[src/ccm_pkg.sv]
package ccm_pkg;

  localparam int unsigned CFG_INDEX_W = 3;
  localparam int unsigned CFG_DATA_W  = 64;
  localparam int unsigned NUM_COEF    = 9;

  localparam logic [CFG_INDEX_W-1:0] CFG_PAIR_A = 3'd0;
  localparam logic [CFG_INDEX_W-1:0] CFG_PAIR_B = 3'd1;
  localparam logic [CFG_INDEX_W-1:0] CFG_PAIR_C = 3'd2;
  localparam logic [CFG_INDEX_W-1:0] CFG_PAIR_D = 3'd3;
  localparam logic [CFG_INDEX_W-1:0] CFG_LAST   = 3'd4;

  localparam logic [31:0] F32_QNAN    = 32'h7fc0_0000;
  localparam logic [15:0] HALF_QNAN   = 16'h7e00;

  typedef struct packed {
    logic [15:0] red_in;
    logic [15:0] green_in;
    logic [15:0] blue_in;
    logic [15:0] alpha;
  } pix_t;

  typedef struct packed {
    logic [15:0] red_out;
    logic [15:0] green_out;
    logic [15:0] blue_out;
    logic [15:0] alpha;
  } res_t;

  function automatic logic [31:0] half_widen(input logic [15:0] h);
    logic [3:0] s;
    logic [9:0] m;
    logic [31:0] r;
    s = 4'd0;
    m = h[9:0];
    for (int i = 0; i < 10; i++) begin
      if (h[i]) s = 4'(10 - i);
    end
    if (h[14:10] == 5'd0) begin
      if (m == 10'd0) begin
        r = {h[15], 31'd0};
      end else begin
        m = m << s;
        r = {h[15], 8'(8'd113 - {4'd0, s}), m, 13'd0};
      end
    end else if (h[14:10] == 5'h1f) begin
      r = {h[15], 8'hff, m, 13'd0};
    end else begin
      r = {h[15], 8'({3'd0, h[14:10]} + 8'd112), m, 13'd0};
    end
    return r;
  endfunction

  function automatic logic [31:0] f32_round(input logic sgn, input logic signed [10:0] ex,
                                            input logic [26:0] m);
    logic [31:0] wide;
    logic [31:0] mask;
    logic [26:0] mm;
    logic [24:0] sig;
    logic up;
    logic [5:0] sh;
    logic signed [10:0] e2;
    logic [31:0] r;
    if (ex < 11'sd1) begin
      if (ex < -11'sd29) sh = 6'd31;
      else sh = 6'(11'sd1 - ex);
      wide = {5'd0, m};
      mask = ~(32'hffff_ffff << sh);
      mm = 27'(wide >> sh) | {26'd0, |(wide & mask)};
      up = mm[2] & ((|mm[1:0]) | mm[3]);
      sig = {1'b0, mm[26:3]} + {24'd0, up};
      r = {sgn, 7'd0, sig[23], sig[22:0]};
    end else begin
      up = m[2] & ((|m[1:0]) | m[3]);
      sig = {1'b0, m[26:3]} + {24'd0, up};
      e2 = ex + $signed({10'd0, sig[24]});
      if (e2 >= 11'sd255) r = {sgn, 8'hff, 23'd0};
      else r = {sgn, e2[7:0], sig[24] ? 23'd0 : sig[22:0]};
    end
    return r;
  endfunction

  function automatic logic [15:0] half_narrow(input logic [31:0] f);
    logic sgn;
    logic [7:0] ex;
    logic [22:0] m;
    logic signed [9:0] e;
    logic [31:0] m24;
    logic [4:0] sh;
    logic [31:0] hm;
    logic [31:0] rem;
    logic [31:0] half;
    logic [15:0] h;
    logic [15:0] r;
    sgn = f[31];
    ex = f[30:23];
    m = f[22:0];
    e = $signed({2'd0, ex}) - 10'sd112;
    if (ex == 8'hff) begin
      r = (m != 23'd0) ? HALF_QNAN : {sgn, 15'h7c00};
    end else if (e >= 10'sd31) begin
      r = {sgn, 15'h7c00};
    end else if (e <= 10'sd0) begin
      if (e < -10'sd10) begin
        r = {sgn, 15'd0};
      end else begin
        m24 = {8'd0, 1'b1, m};
        sh = 5'(10'sd14 - e);
        hm = m24 >> sh;
        rem = m24 & ((32'd1 << sh) - 32'd1);
        half = 32'd1 << (sh - 5'd1);
        if (rem > half || (rem == half && hm[0])) hm = hm + 32'd1;
        r = {sgn, 4'd0, hm[10:0]};
      end
    end else begin
      h = {sgn, e[4:0], m[22:13]};
      if (m[12:0] > 13'h1000 || (m[12:0] == 13'h1000 && h[0])) h = h + 16'd1;
      r = h;
    end
    return r;
  endfunction

  function automatic logic [5:0] lzc48(input logic [47:0] p);
    logic [5:0] pos;
    pos = 6'd0;
    for (int i = 0; i < 48; i++) begin
      if (p[i]) pos = 6'(i);
    end
    return 6'(6'd47 - pos);
  endfunction

  function automatic logic [4:0] lzc27(input logic [26:0] p);
    logic [4:0] pos;
    pos = 5'd0;
    for (int i = 0; i < 27; i++) begin
      if (p[i]) pos = 5'(i);
    end
    return 5'(5'd26 - pos);
  endfunction

endpackage

[src/ccm_fmul.sv]
module ccm_fmul (
  input  logic        clk,
  input  logic        en,
  input  logic [31:0] a,
  input  logic [31:0] b,
  output logic [31:0] y
);

  logic        sgn1;
  logic signed [10:0] exp1;
  logic [47:0] prod1;
  logic        spec1;
  logic [31:0] spec_val1;

  logic        sgn2;
  logic signed [10:0] exp2;
  logic [47:0] norm2;
  logic        spec2;
  logic [31:0] spec_val2;

  logic a_nan, b_nan, a_inf, b_inf, a_zero, b_zero, s;
  logic [23:0] ma, mb;
  logic [7:0] ea, eb;
  logic [5:0] lz;

  always_comb begin
    a_nan  = (a[30:23] == 8'hff) && (a[22:0] != 23'd0);
    b_nan  = (b[30:23] == 8'hff) && (b[22:0] != 23'd0);
    a_inf  = (a[30:23] == 8'hff) && (a[22:0] == 23'd0);
    b_inf  = (b[30:23] == 8'hff) && (b[22:0] == 23'd0);
    a_zero = (a[30:0] == 31'd0);
    b_zero = (b[30:0] == 31'd0);
    s      = a[31] ^ b[31];
    ma     = {a[30:23] != 8'd0, a[22:0]};
    mb     = {b[30:23] != 8'd0, b[22:0]};
    ea     = (a[30:23] == 8'd0) ? 8'd1 : a[30:23];
    eb     = (b[30:23] == 8'd0) ? 8'd1 : b[30:23];
    lz     = ccm_pkg::lzc48(prod1);
  end

  always_ff @(posedge clk) begin
    if (en) begin
      sgn1  <= s;
      exp1  <= $signed({3'd0, ea}) + $signed({3'd0, eb}) - 11'sd126;
      prod1 <= ma * mb;
      spec1 <= a_nan || b_nan || a_inf || b_inf || a_zero || b_zero;
      if (a_nan || b_nan || (a_inf && b_zero) || (b_inf && a_zero)) begin
        spec_val1 <= ccm_pkg::F32_QNAN;
      end else if (a_inf || b_inf) begin
        spec_val1 <= {s, 8'hff, 23'd0};
      end else begin
        spec_val1 <= {s, 31'd0};
      end

      sgn2      <= sgn1;
      exp2      <= exp1 - $signed({5'd0, lz});
      norm2     <= prod1 << lz;
      spec2     <= spec1;
      spec_val2 <= spec_val1;

      if (spec2) begin
        y <= spec_val2;
      end else begin
        y <= ccm_pkg::f32_round(sgn2, exp2, {norm2[47:22], |norm2[21:0]});
      end
    end
  end

endmodule

[config.mk]
export PLATFORM = sky130hd
export DESIGN_NAME = ccm_fmul
export DESIGN_NICKNAME = d
export VERILOG_FILES = /design/src/ccm_pkg.sv /design/src/ccm_fmul.sv
export SDC_FILE = /design/constraint.sdc
export NUM_CORES = 2
export LEC_CHECK = 0
export BUFFER_PORTS_ARGS = -buffer_cell sky130_fd_sc_hd__buf_2
export CAP_MARGIN = 5
export CORE_MARGIN = 4
export CORE_UTILIZATION = 45
export CTS_BUF_LIST = sky130_fd_sc_hd__clkbuf_4 sky130_fd_sc_hd__clkbuf_8
export CTS_CLUSTER_SIZE = 12
export DETAILED_ROUTE_END_ITERATION = 10
export SLEW_MARGIN = 0
export SYNTH_ARGS = -nofsm -noshare
export SYNTH_HDL_FRONTEND = slang
export SYNTH_SLANG_ARGS = --single-unit
[constraint.sdc]
create_clock -name clk -period 7.5 [get_ports clk]
set_clock_uncertainty 0.2 [all_clocks]
set_input_delay 0.375 -clock clk [delete_from_list [all_inputs] [get_ports clk]]
set_output_delay 0.375 -clock clk [all_outputs]
set_load 0.05 [all_outputs]
==> summary.md <==
| Metric | Value |
|---|---|
| TritonCTS clock tree | done |
| Avg Inst Size Synth | 8.97 um^2 |
| Root Buffer | clkbuf_8 |
| Vias per inst | 5.63 |
| WL final | 88.8 mm |
| Synth Net Count | 4263 |
| Initial DRT Pass Iterations | 5 |
| Critical path class | in -> reg |
| Post-synthesis mux area share | 5.87% |
| Status | finished, final reports clean |
| Max transition margin | 26.9% |
| First-pass GRT wire length | 144 mm |
| Core Region | 68900 um^2 |
| Antenna-violating nets left | 0 |
| Area growth syn-to-layout | 8.05% |
| Synth Area in Compound Gates | 10.6% |
| Clock Path Buffers | 2 |
| Hold Startpoint | b[31] |
| NumNets Final | 4322 |
| Mapped Cells | 3511 |
| Hold path cells | 3 |
| R2R cell count | 20 |
| Dpl hpwl | 72.7 mm |
| Largest family of logic cells by synthesized area | adder cells |
| Crit path max fanout | 8 |
| Initial antenna violation count | 3 |
| Final hold vios | 0 |
| Largest net degree at the start of global routing | 91 |
| Simple-Gate Fraction of Synth Area | 17.3% |
| Worst Setup End Kind | register |
| Die area | 74200 um^2 |
| Final slew viol count | 0 |
| Worst-path clk slew | 0.10 ns |
| Hold WS | 0.127 ns |
| Row Count | 96 |
| Layout cells sized above 1 | 9.99% |
| Initial Utilization | 45.7% |
| Actual slew at the worst max-slew pin | 1.09 ns |
| Number of synthesized flops with an enable pin | 159 |
| Reg2reg setup slack | 1.59 ns |
| RR Endpoint | y[0] |
| GRT Total Usage | 24.3% |
| Setup tns final | 0 ns |
| GPL Wtd Cong | 0.961 |
| Adder and majority gate portion of the synthesized area | 38.8% |
| Vias | 25440 |
| Met2 Wirelength | 44.3 mm |
| Hold Path End | spec_val1[31] |
| Max Cap Viol | 0 |
| Yosys Warn Count | 0 |
| Async S/R FF share, synth | 0% |
| Total of fill cells in the finished design | 6684 |
| FMAX | 141 MHz |
| Residual DRC | 0 |
| Met1 wire length | 36.9 mm |
| Min Tclk post-route | 7.08 ns |
| Mapped Area | 31500 um^2 |
| Sequential fraction of the synthesis area | 15.2% |
| Startpoint types | primary input |
| Post-Synth XOR/XNOR Area | 2.84% |
| Worst hold path type | in -> reg |
| Flops & latches, synth | 159 |
| CP arrival | 7.13 ns |
| CP Data Required Time | 7.56 ns |
| WL met3 | 4.90 mm |
| GRT overflow | 0 |
| Iteration-0 DRC Markers | 2185 |
| Final setup viols | 0 |
| Vias in the first global route | 26372 |
| Top Layer Used | met5 |
| Port Buffers | 97 |
| Crit Reg-Reg Startpoint | norm2[23] |
| Die Y | 272 um |
| Clock Sinks | 159 |
| Unrepaired setup endpoints after global routing | false |
| Io pins | 98 |
| Cell variety after synth | 100 |
| Clk_lat worst skew | 0.51 ns |
| Commonest register cell after synthesis | edfxtp_1 |
| Wire length per cell | 19.7 um |
| Die W | 272 um |
| Tcrit/Tclk final | 94.3% |
| CTS HTree Levels | 4 |
| Inserted Clock Buffers | 17 |
[registers in the layout (all words and copies together) (netlist names), 3 cells and up]
| signal | flops |
|---|---|
| exp1 | 10 |
| y | 32 |
| spec_val1 | 3 |
| exp2 | 11 |
| norm2 | 48 |
| prod1 | 48 |
| spec_val2 | 3 |
[per-layer routing]
layer  vias up  global-route usage (%)
met2       855                    42.3
li1      11624                       -
met5         -                       0
met4         4                    7.42
met3       193                    3.30
met1     12764                    31.7
[area by class of cell]
class | instances | area (um^2) | share of cell area, %
tap | 931 | 1160 | 3.42
inverter | 544 | 2040 | 6.00
sequential | 159 | 4770 | 14.0
timing repair buffer | 258 | 1780 | 5.23
antenna | 1 | 2.50 | 0.00736
multi-input combinational | 2590 | 23800 | 70.0
clock buffer | 17 | 234 | 0.688
clock inverter | 15 | 198 | 0.581
[cell usage after synthesis, types with 7 or more instances]
| library cell | count | area share, % |
|---|---|---|
| a21o_1 | 28 | 0.67 |
| a21oi_1 | 115 | 1.8 |
| or2_2 | 7 | 0.14 |
| mux2_2 | 26 | 0.93 |
| and3_1 | 19 | 0.38 |
| clkbuf_1 | 177 | 2.1 |
| mux2i_1 | 151 | 4.8 |
| nand3_1 | 51 | 0.81 |
| a31oi_1 | 21 | 0.42 |
| o22ai_1 | 29 | 0.58 |
| nor3_1 | 48 | 0.76 |
| nor2_1 | 130 | 1.6 |
| nor2b_1 | 13 | 0.26 |
| nand2b_1 | 13 | 0.26 |
| a211o_1 | 7 | 0.19 |
| edfxtp_1 | 159 | 15 |
| o211ai_1 | 27 | 0.64 |
| xor2_1 | 27 | 0.75 |
| nand4_1 | 31 | 0.62 |
| xnor2_1 | 75 | 2.1 |
| or3_1 | 11 | 0.22 |
| nor4_1 | 43 | 0.85 |
| buf_2 | 25 | 0.40 |
| o21bai_1 | 13 | 0.31 |
| inv_1 | 541 | 6.5 |
| a211oi_1 | 17 | 0.41 |
| a22oi_1 | 11 | 0.26 |
| and2_1 | 218 | 4.3 |
| o31ai_1 | 10 | 0.24 |
| o21ai_0 | 77 | 1.2 |
| fa_1 | 484 | 31 |
| o21a_1 | 17 | 0.41 |
| ha_1 | 202 | 8.0 |
| nand2_1 | 521 | 6.2 |
[cell usage in the layout (no fill, tap or decap), types with 9 or more instances in the layout]
cell type	count
o21a_1	17
or3_1	11
edfxtp_1	159
o21ai_0	75
inv_1	541
nand3_1	51
nand4_1	31
buf_2	96
xor2_1	27
and3_1	19
ha_1	202
nand2b_1	13
o22ai_1	29
nor4_1	42
nor3_1	48
mux2i_1	151
o21bai_1	13
o31ai_1	9
a22oi_1	11
o211ai_1	27
nor2b_1	13
buf_4	153
a21o_1	28
a211oi_1	17
mux2_2	26
nor2_1	128
a31oi_1	19
nand2_1	521
a21oi_1	114
clkbuf_8	17
and2_1	218
fa_1	484
xnor2_1	75
[timing repair]
action	in CTS	in global routing
setup buffers	0	0
gates resized for setup	0	3
hold buffers	2	0
setup endpoints to repair	0	7
endpoints found under the hold margin	1	0
[kinds of logic (layout without fill, tap and decap cells)]
logic type	Yosys count	in the layout
AND/OR/NAND/NOR	1139	1139
AO/OA/AOI/OAI	483	483
XOR/XNOR	102	102
multiplexers	179	179
flip-flops	159	159
other	0	1
buffers and inverters	762	834
adder cells (fa/ha/maj)	687	687
[how the worst max path moves through the flow]
stage	start	to	slack, ns	depth (start not counted)
after floorplan	a[30]	prod1[38]	0.11	25
after global placement	a[30]	prod1[38]	-0.27	25
after detailed placement	a[30]	prod1[38]	-0.31	25
after CTS	a[30]	prod1[38]	0.23	25
after global routing	a[30]	prod1[46]	0.05	25
final	b[24]	prod1[47]	0.42	26
[critical path: stages]
cell,delay (ns)
buf_2,0.11
nor4_1,0.33
buf_4,0.18
nand2_1,0.06
buf_4,0.18
buf_4,0.17
nand2_1,0.09
fa_1,0.43
fa_1,0.51
fa_1,0.43
fa_1,0.57
fa_1,0.44
fa_1,0.50
inv_1,0.05
fa_1,0.43
ha_1,0.32
nor2_1,0.17
nor3_1,0.08
a221oi_1,0.38
o21a_1,0.19
nor2_1,0.04
a211o_1,0.29
o31a_1,0.27
nor3_1,0.26
a21oi_1,0.13
xnor2_1,0.13
[through the flow]
step | utilization, % | instance area, um^2 | std cells | setup WS (ns)
after floorplan | - | 31500 | 3511 | 0.114
after global placement | 48.7 | 33600 | 4480 | -0.271
after detailed placement | 48.7 | 33600 | 4480 | -0.310
after CTS | 49.3 | 34000 | 4514 | 0.235
after global routing | 49.3 | 34000 | 4514 | 0.0495
final | 49.3 | 34000 | 4515 | 0.425
Power is left out: the tool's default activity adds up to more than one toggle a clock period on the data nets, which glitch-free logic cannot reach.
