==> config.mk <==
export PLATFORM = sky130hd
export DESIGN_NAME = ccm_fadd
export DESIGN_NICKNAME = d
export VERILOG_FILES = /design/src/ccm_pkg.sv /design/src/ccm_fadd.sv
export SDC_FILE = /design/constraint.sdc
export NUM_CORES = 1
export LEC_CHECK = 0
export BUFFER_PORTS_ARGS = -buffer_cell sky130_fd_sc_hd__buf_2
export CAP_MARGIN = 20
export CORE_MARGIN = 2
export CORE_UTILIZATION = 38
export CTS_CLUSTER_DIAMETER = 50
export DETAILED_ROUTE_END_ITERATION = 12
export PLACE_DENSITY = 0.58
export SLEW_MARGIN = 20
export SYNTH_ARGS = -nofsm -noshare
export SYNTH_HDL_FRONTEND = slang
export SYNTH_SLANG_ARGS = --single-unit
==> constraint.sdc <==
create_clock -name clk -period 14.15 [get_ports clk]
set_input_delay 2.83 -clock clk [delete_from_list [all_inputs] [get_ports clk]]
set_output_delay 2.83 -clock clk [all_outputs]
set_load 0.02 [all_outputs]
==> src/ccm_pkg.sv <==
package ccm_pkg;

  localparam int unsigned CFG_INDEX_W = 3;
  localparam int unsigned CFG_DATA_W  = 64;
  localparam int unsigned NUM_COEF    = 9;

  localparam logic [CFG_INDEX_W-1:0] CFG_PAIR_A = 3'd0;
  localparam logic [CFG_INDEX_W-1:0] CFG_PAIR_B = 3'd1;
  localparam logic [CFG_INDEX_W-1:0] CFG_PAIR_C = 3'd2;
  localparam logic [CFG_INDEX_W-1:0] CFG_PAIR_D = 3'd3;
  localparam logic [CFG_INDEX_W-1:0] CFG_LAST   = 3'd4;

  localparam logic [31:0] F32_QNAN    = 32'h7fc0_0000;
  localparam logic [15:0] HALF_QNAN   = 16'h7e00;

  typedef struct packed {
    logic [15:0] red_in;
    logic [15:0] green_in;
    logic [15:0] blue_in;
    logic [15:0] alpha;
  } pix_t;

  typedef struct packed {
    logic [15:0] red_out;
    logic [15:0] green_out;
    logic [15:0] blue_out;
    logic [15:0] alpha;
  } res_t;

  function automatic logic [31:0] half_widen(input logic [15:0] h);
    logic [3:0] s;
    logic [9:0] m;
    logic [31:0] r;
    s = 4'd0;
    m = h[9:0];
    for (int i = 0; i < 10; i++) begin
      if (h[i]) s = 4'(10 - i);
    end
    if (h[14:10] == 5'd0) begin
      if (m == 10'd0) begin
        r = {h[15], 31'd0};
      end else begin
        m = m << s;
        r = {h[15], 8'(8'd113 - {4'd0, s}), m, 13'd0};
      end
    end else if (h[14:10] == 5'h1f) begin
      r = {h[15], 8'hff, m, 13'd0};
    end else begin
      r = {h[15], 8'({3'd0, h[14:10]} + 8'd112), m, 13'd0};
    end
    return r;
  endfunction

  function automatic logic [31:0] f32_round(input logic sgn, input logic signed [10:0] ex,
                                            input logic [26:0] m);
    logic [31:0] wide;
    logic [31:0] mask;
    logic [26:0] mm;
    logic [24:0] sig;
    logic up;
    logic [5:0] sh;
    logic signed [10:0] e2;
    logic [31:0] r;
    if (ex < 11'sd1) begin
      if (ex < -11'sd29) sh = 6'd31;
      else sh = 6'(11'sd1 - ex);
      wide = {5'd0, m};
      mask = ~(32'hffff_ffff << sh);
      mm = 27'(wide >> sh) | {26'd0, |(wide & mask)};
      up = mm[2] & ((|mm[1:0]) | mm[3]);
      sig = {1'b0, mm[26:3]} + {24'd0, up};
      r = {sgn, 7'd0, sig[23], sig[22:0]};
    end else begin
      up = m[2] & ((|m[1:0]) | m[3]);
      sig = {1'b0, m[26:3]} + {24'd0, up};
      e2 = ex + $signed({10'd0, sig[24]});
      if (e2 >= 11'sd255) r = {sgn, 8'hff, 23'd0};
      else r = {sgn, e2[7:0], sig[24] ? 23'd0 : sig[22:0]};
    end
    return r;
  endfunction

  function automatic logic [15:0] half_narrow(input logic [31:0] f);
    logic sgn;
    logic [7:0] ex;
    logic [22:0] m;
    logic signed [9:0] e;
    logic [31:0] m24;
    logic [4:0] sh;
    logic [31:0] hm;
    logic [31:0] rem;
    logic [31:0] half;
    logic [15:0] h;
    logic [15:0] r;
    sgn = f[31];
    ex = f[30:23];
    m = f[22:0];
    e = $signed({2'd0, ex}) - 10'sd112;
    if (ex == 8'hff) begin
      r = (m != 23'd0) ? HALF_QNAN : {sgn, 15'h7c00};
    end else if (e >= 10'sd31) begin
      r = {sgn, 15'h7c00};
    end else if (e <= 10'sd0) begin
      if (e < -10'sd10) begin
        r = {sgn, 15'd0};
      end else begin
        m24 = {8'd0, 1'b1, m};
        sh = 5'(10'sd14 - e);
        hm = m24 >> sh;
        rem = m24 & ((32'd1 << sh) - 32'd1);
        half = 32'd1 << (sh - 5'd1);
        if (rem > half || (rem == half && hm[0])) hm = hm + 32'd1;
        r = {sgn, 4'd0, hm[10:0]};
      end
    end else begin
      h = {sgn, e[4:0], m[22:13]};
      if (m[12:0] > 13'h1000 || (m[12:0] == 13'h1000 && h[0])) h = h + 16'd1;
      r = h;
    end
    return r;
  endfunction

  function automatic logic [5:0] lzc48(input logic [47:0] p);
    logic [5:0] pos;
    pos = 6'd0;
    for (int i = 0; i < 48; i++) begin
      if (p[i]) pos = 6'(i);
    end
    return 6'(6'd47 - pos);
  endfunction

  function automatic logic [4:0] lzc27(input logic [26:0] p);
    logic [4:0] pos;
    pos = 5'd0;
    for (int i = 0; i < 27; i++) begin
      if (p[i]) pos = 5'(i);
    end
    return 5'(5'd26 - pos);
  endfunction

endpackage

==> src/ccm_fadd.sv <==
module ccm_fadd (
  input  logic        clk,
  input  logic        en,
  input  logic [31:0] a,
  input  logic [31:0] b,
  output logic [31:0] y
);

  logic        sgn1, sub1, spec1, zsgn1;
  logic [7:0]  exp1;
  logic [23:0] mbig1, msml1;
  logic [7:0]  diff1;
  logic [31:0] spec_val1;

  logic        sgn2, spec2, zsgn2;
  logic [7:0]  exp2;
  logic [27:0] sum2;
  logic [31:0] spec_val2;

  logic        sgn3, spec3, zero3, zsgn3;
  logic signed [10:0] exp3;
  logic [26:0] m3;
  logic [31:0] spec_val3;

  logic a_nan, b_nan, a_inf, b_inf, swap;
  logic [31:0] big, sml;
  logic [7:0] eb_eff, es_eff;
  logic [31:0] wide, mask;
  logic [26:0] aligned;
  logic [26:0] big27;
  logic [4:0] lz;

  always_comb begin
    a_nan  = (a[30:23] == 8'hff) && (a[22:0] != 23'd0);
    b_nan  = (b[30:23] == 8'hff) && (b[22:0] != 23'd0);
    a_inf  = (a[30:23] == 8'hff) && (a[22:0] == 23'd0);
    b_inf  = (b[30:23] == 8'hff) && (b[22:0] == 23'd0);
    swap   = b[30:0] > a[30:0];
    big    = swap ? b : a;
    sml    = swap ? a : b;
    eb_eff = (big[30:23] == 8'd0) ? 8'd1 : big[30:23];
    es_eff = (sml[30:23] == 8'd0) ? 8'd1 : sml[30:23];

    wide    = {5'd0, msml1, 3'd0};
    mask    = (diff1 > 8'd27) ? 32'hffff_ffff : ~(32'hffff_ffff << diff1[4:0]);
    aligned = (diff1 > 8'd27) ? 27'd0 : 27'(wide >> diff1[4:0]);
    aligned = aligned | {26'd0, |(wide & mask)};
    big27   = {mbig1, 3'd0};

    lz = ccm_pkg::lzc27(sum2[26:0]);
  end

  always_ff @(posedge clk) begin
    if (en) begin
      sgn1  <= big[31];
      sub1  <= a[31] ^ b[31];
      zsgn1 <= a[31] & b[31];
      exp1  <= eb_eff;
      mbig1 <= {big[30:23] != 8'd0, big[22:0]};
      msml1 <= {sml[30:23] != 8'd0, sml[22:0]};
      diff1 <= eb_eff - es_eff;
      spec1 <= a_nan || b_nan || a_inf || b_inf;
      if (a_nan || b_nan || (a_inf && b_inf && (a[31] != b[31]))) begin
        spec_val1 <= ccm_pkg::F32_QNAN;
      end else if (a_inf) begin
        spec_val1 <= a;
      end else begin
        spec_val1 <= b;
      end

      sgn2      <= sgn1;
      zsgn2     <= zsgn1;
      exp2      <= exp1;
      sum2      <= sub1 ? ({1'b0, big27} - {1'b0, aligned}) : ({1'b0, big27} + {1'b0, aligned});
      spec2     <= spec1;
      spec_val2 <= spec_val1;

      sgn3      <= sgn2;
      zsgn3     <= zsgn2;
      zero3     <= (sum2 == 28'd0);
      spec3     <= spec2;
      spec_val3 <= spec_val2;
      if (sum2[27]) begin
        m3   <= {sum2[27:2], |sum2[1:0]};
        exp3 <= $signed({3'd0, exp2}) + 11'sd1;
      end else begin
        m3   <= sum2[26:0] << lz;
        exp3 <= $signed({3'd0, exp2}) - $signed({6'd0, lz});
      end

      if (spec3) begin
        y <= spec_val3;
      end else if (zero3) begin
        y <= {zsgn3, 31'd0};
      end else begin
        y <= ccm_pkg::f32_round(sgn3, exp3, m3);
      end
    end
  end

endmodule

==> impl_metrics.yaml <==
critical_path:
  worst_path_most_repeated_cell: "a21o_1"
  crit_path_start_kind: "input port"
  arrival_ps: 7360
  worst_path_buf_inv: 3
  cp_delay_by_family_top: "compound AO/OA/AOI/OAI gates"
  slowest_stage_cell_cp: "a2111oi_0"
  timing.critical_path.fanout_max: 60
  timing.critical_path.slowest_cell_delay_ps: 700
  criticalPathCategory: "input port to flip-flop"
  timing.critical_path.cells: "buf_2, inv_1, ha_1, a21o_1, a21o_1, a21o_1, a21o_1, a21o_1, a21oi_1, o221ai_1, a2111oi_0, nor2_4, buf_4, mux2i_1, ha_1, o21ai_0, nand2b_1, a21o_1, a21o_1, a21o_1, a21oi_1, xnor2_1"
  cp_data_required_time_ps: 14440
  endpoint_kind: "flip-flop"
synth:
  ys_ff_latch: 276
  yosysUniqueCellTypes: 98
  synthesized_instance_count: 2259
  yosys_warnings: 0
  avgSynthCellArea_um2: 9.505
  asyncSetResetFlopFracSynth_pct: 0
  yosysSeqAreaShare_pct: 38.60
  synth_top_flop_cell: "edfxtp_1"
  post_synth_instance_area_um2: 21470
  synth-edff-count: 276
  mappedNetlistNets: 2430
power:
  p_leak_nw: 9.050
  netSwitchingFraction_pct: 41.56
  comb_power_share_pct: 43.6
  p_per_area_nw_per_um2: 153.5
  irDropWorstVdd_v: 0.0001160
  p_seq_share_pct: 33.2
  netSwitchingPower_mw: 1.515
  p_int_mw: 2.131
  clockPowerShare_pct: 23.2
timing:
  timing.max_slew.rel_slack_pct: 28.88
  maxSlewViolCount: 0
  max_freq_mhz: 141.5
  rsz0062_at_grt: "no"
  worst_clock_skew_ps: 18.94
  timing.final.setup_violations: 0
  hold_viol: 0
  period_share_pct: 49.96
  setup_tns_ps: 0
  tightestPinTransition_ps: 1067
  final_period_minus_worst_setup_slack_ps: 7069
cells_and_area:
  antenna_cells: 0
  area_delta_synth_final_pct: 10.61
  layout_commonest_cell: "edfxtp_1"
  layout.cell_area.non_filler_um2: 23750
  design.final.nets: 2457
  layout_cells_sized_above_1_pct: 14.63
  layout_common_cells: "edfxtp_1, nand2_1, nor2_1, o21ai_0, a21oi_1"
  filler_cell_count: 5546
clocking:
  cts_root_buffer: "clkbuf_16"
  htreeDepth: 2
  clk_pin_slew_worst_paths_ps: 60
  clk_latency_ps: 550
  cts_tree: "yes"
  ctsLongestPathBuffers: 3
  number_of_gates_resized_after_cts: 0
  ctsHoldBuffers: 0
  cts_setup_buffers: 0
  tritoncts.num_buffers: 35
  sinks_on_clock_net: 276
global_route:
  grt_first_pass_wirelength_mm: 108.8
  grt_max_degree: 188
  first_global_vias: 17620
  antenna_found_initial: 1
  final_global_route_overflow_total: 0
  grt_usage_pct: 23.85
run:
  drv.max_cap_violation_count: 0
worst_hold_path:
  timing.hold.worst.class: "flip-flop to flip-flop"
routing:
  vias_per_cell: 5.983
  post_drt_wl_per_cell_um: 23.35
  number_of_drc_violations_after_detailed_routing: 0
  drt_wl_total_mm: 71.62
  via_count: 18350
  detailedRoute.firstPassIterationCount: 6
  drt_iter0_drc: 1844
  drtAntennaViolNets: 0
die:
  start_util_pct: 38.23
  design.core.area_um2: 56170
  floorplan.die_area_um2: 58420
  die-height_um: 241.7
  rows: 87
  die-width_um: 241.7
  design.portCount: 98
placement:
  gpl.final_weighted_congestion: 0.9378
  area_after_dpl_um2: 22650
  place.port_buffers: 97
  place.detailed.hpwl_mm: 53.42
outcome:
  run_status: "finished, final reports clean"
## cell type report
class	count	area [µm²]	share of cell area [%]
Multi-Input combinational cell	1710	12130	51.07
Tap cell	756	945.9	3.983
Sequential cell	276	8288	34.90
Clock buffer	40	915.9	3.856
Timing Repair Buffer	139	823.3	3.467
Clock inverter	22	182.7	0.7692
Inverter	124	465.4	1.960
## kinds of logic (layout without fill, tap and decap cells)
kind of cell | Yosys count | after routing | share of synthesized area (%)
xor gates and xnor gates | 95 | 95 | 3.875
and+or+nand+nor | 733 | 733 | 17.39
buffers and inverters | 273 | 325 | 5.035
AOI/OAI and AO/OA | 600 | 600 | 18.59
DFF | 276 | 276 | 38.60
adders and majority gates | 109 | 109 | 6.410
muxes | 173 | 173 | 10.10
## worst paths after layout
path,startpoint,to,slack (ps),cells after the start
hold / removal,spec_val2[7],spec_val3[7],420,0
setup reg to reg,exp3[1],y[16],7600,19
hold reg to reg,spec_val2[7],spec_val3[7],420,0
setup / recovery,a[5],diff1[7],7080,22
## synthesized netlist by cell type, drive strengths merged (9+ instances only)
master,instances,area [µm²]
a21o,38,285.3
o31ai,16,120.1
and4,9,78.83
and3,15,93.84
inv,118,442.9
nand3,47,235.2
o211ai,16,120.1
nand2b,37,231.5
a211o,10,87.58
ha,102,1276
mux2i,66,660.6
nand3b,9,67.56
buf,35,187.7
a211oi,24,180.2
or2,9,56.31
xor2,43,376.6
edfxtp,276,8288
o22ai,16,100.1
o21a,12,90.09
o21ai,159,795.8
mux4,27,608.1
nor4,36,240.2
a22oi,14,105.1
clkbuf,114,427.9
xnor2,52,455.4
o221ai,16,152.7
or4,9,71.32
a31oi,23,143.9
nand4,28,181.4
nor2b,32,200.2
nand2,192,720.7
o32ai,10,87.58
nor3,77,401.6
and2,35,219.0
or3,14,87.58
mux2,80,900.9
nor2,159,596.8
a21oi,131,663.1
a221oi,13,126.4
## metrics by stage
| step | worst slack, ps | utilization [%] | cells | hold slack (ps) | power [mW] |
|---|---|---|---|---|---|
| global placement | 6574 | 40.33 | 3005 | 403.3 | 2.780 |
| floorplan | 6949 | - | 2259 | 400.3 | 2.258 |
| global route | 6889 | 42.28 | 3067 | 422.4 | 3.838 |
| finish | 7081 | 42.28 | 3067 | 418.4 | 3.647 |
| detailed placement | 6525 | 40.33 | 3005 | 404.5 | 2.782 |
| CTS | 7116 | 42.28 | 3067 | 417.4 | 3.642 |
## power by group through the flow
stage | Sequential, mW | Clock [mW] | Combinational (mW)
after floorplan | 1.13 | 0 | 1.13
after global placement | 1.22 | 0 | 1.56
after detailed placement | 1.22 | 0 | 1.56
after CTS | 1.21 | 0.867 | 1.57
after global routing | 1.22 | 0.897 | 1.72
final | 1.21 | 0.847 | 1.59
## registers in the layout, summed over array words and instances, names as in the netlist, 10 cells and up
name and cells:
spec_val1 32, spec_val2 32, spec_val3 32, y 32, sum2 28, m3 27
mbig1 24, msml1 24, exp3 10
## metal layers
layer,up-vias,share of wire (%),global-route usage [%]
met1,8888,42,31.31
met3,177,5.6,2.797
met5,-,0.018,0
met2,721,47,39.47
met4,2,4.8,10.88
li1,8561,-,-
Power figures use the tool's default switching activity.
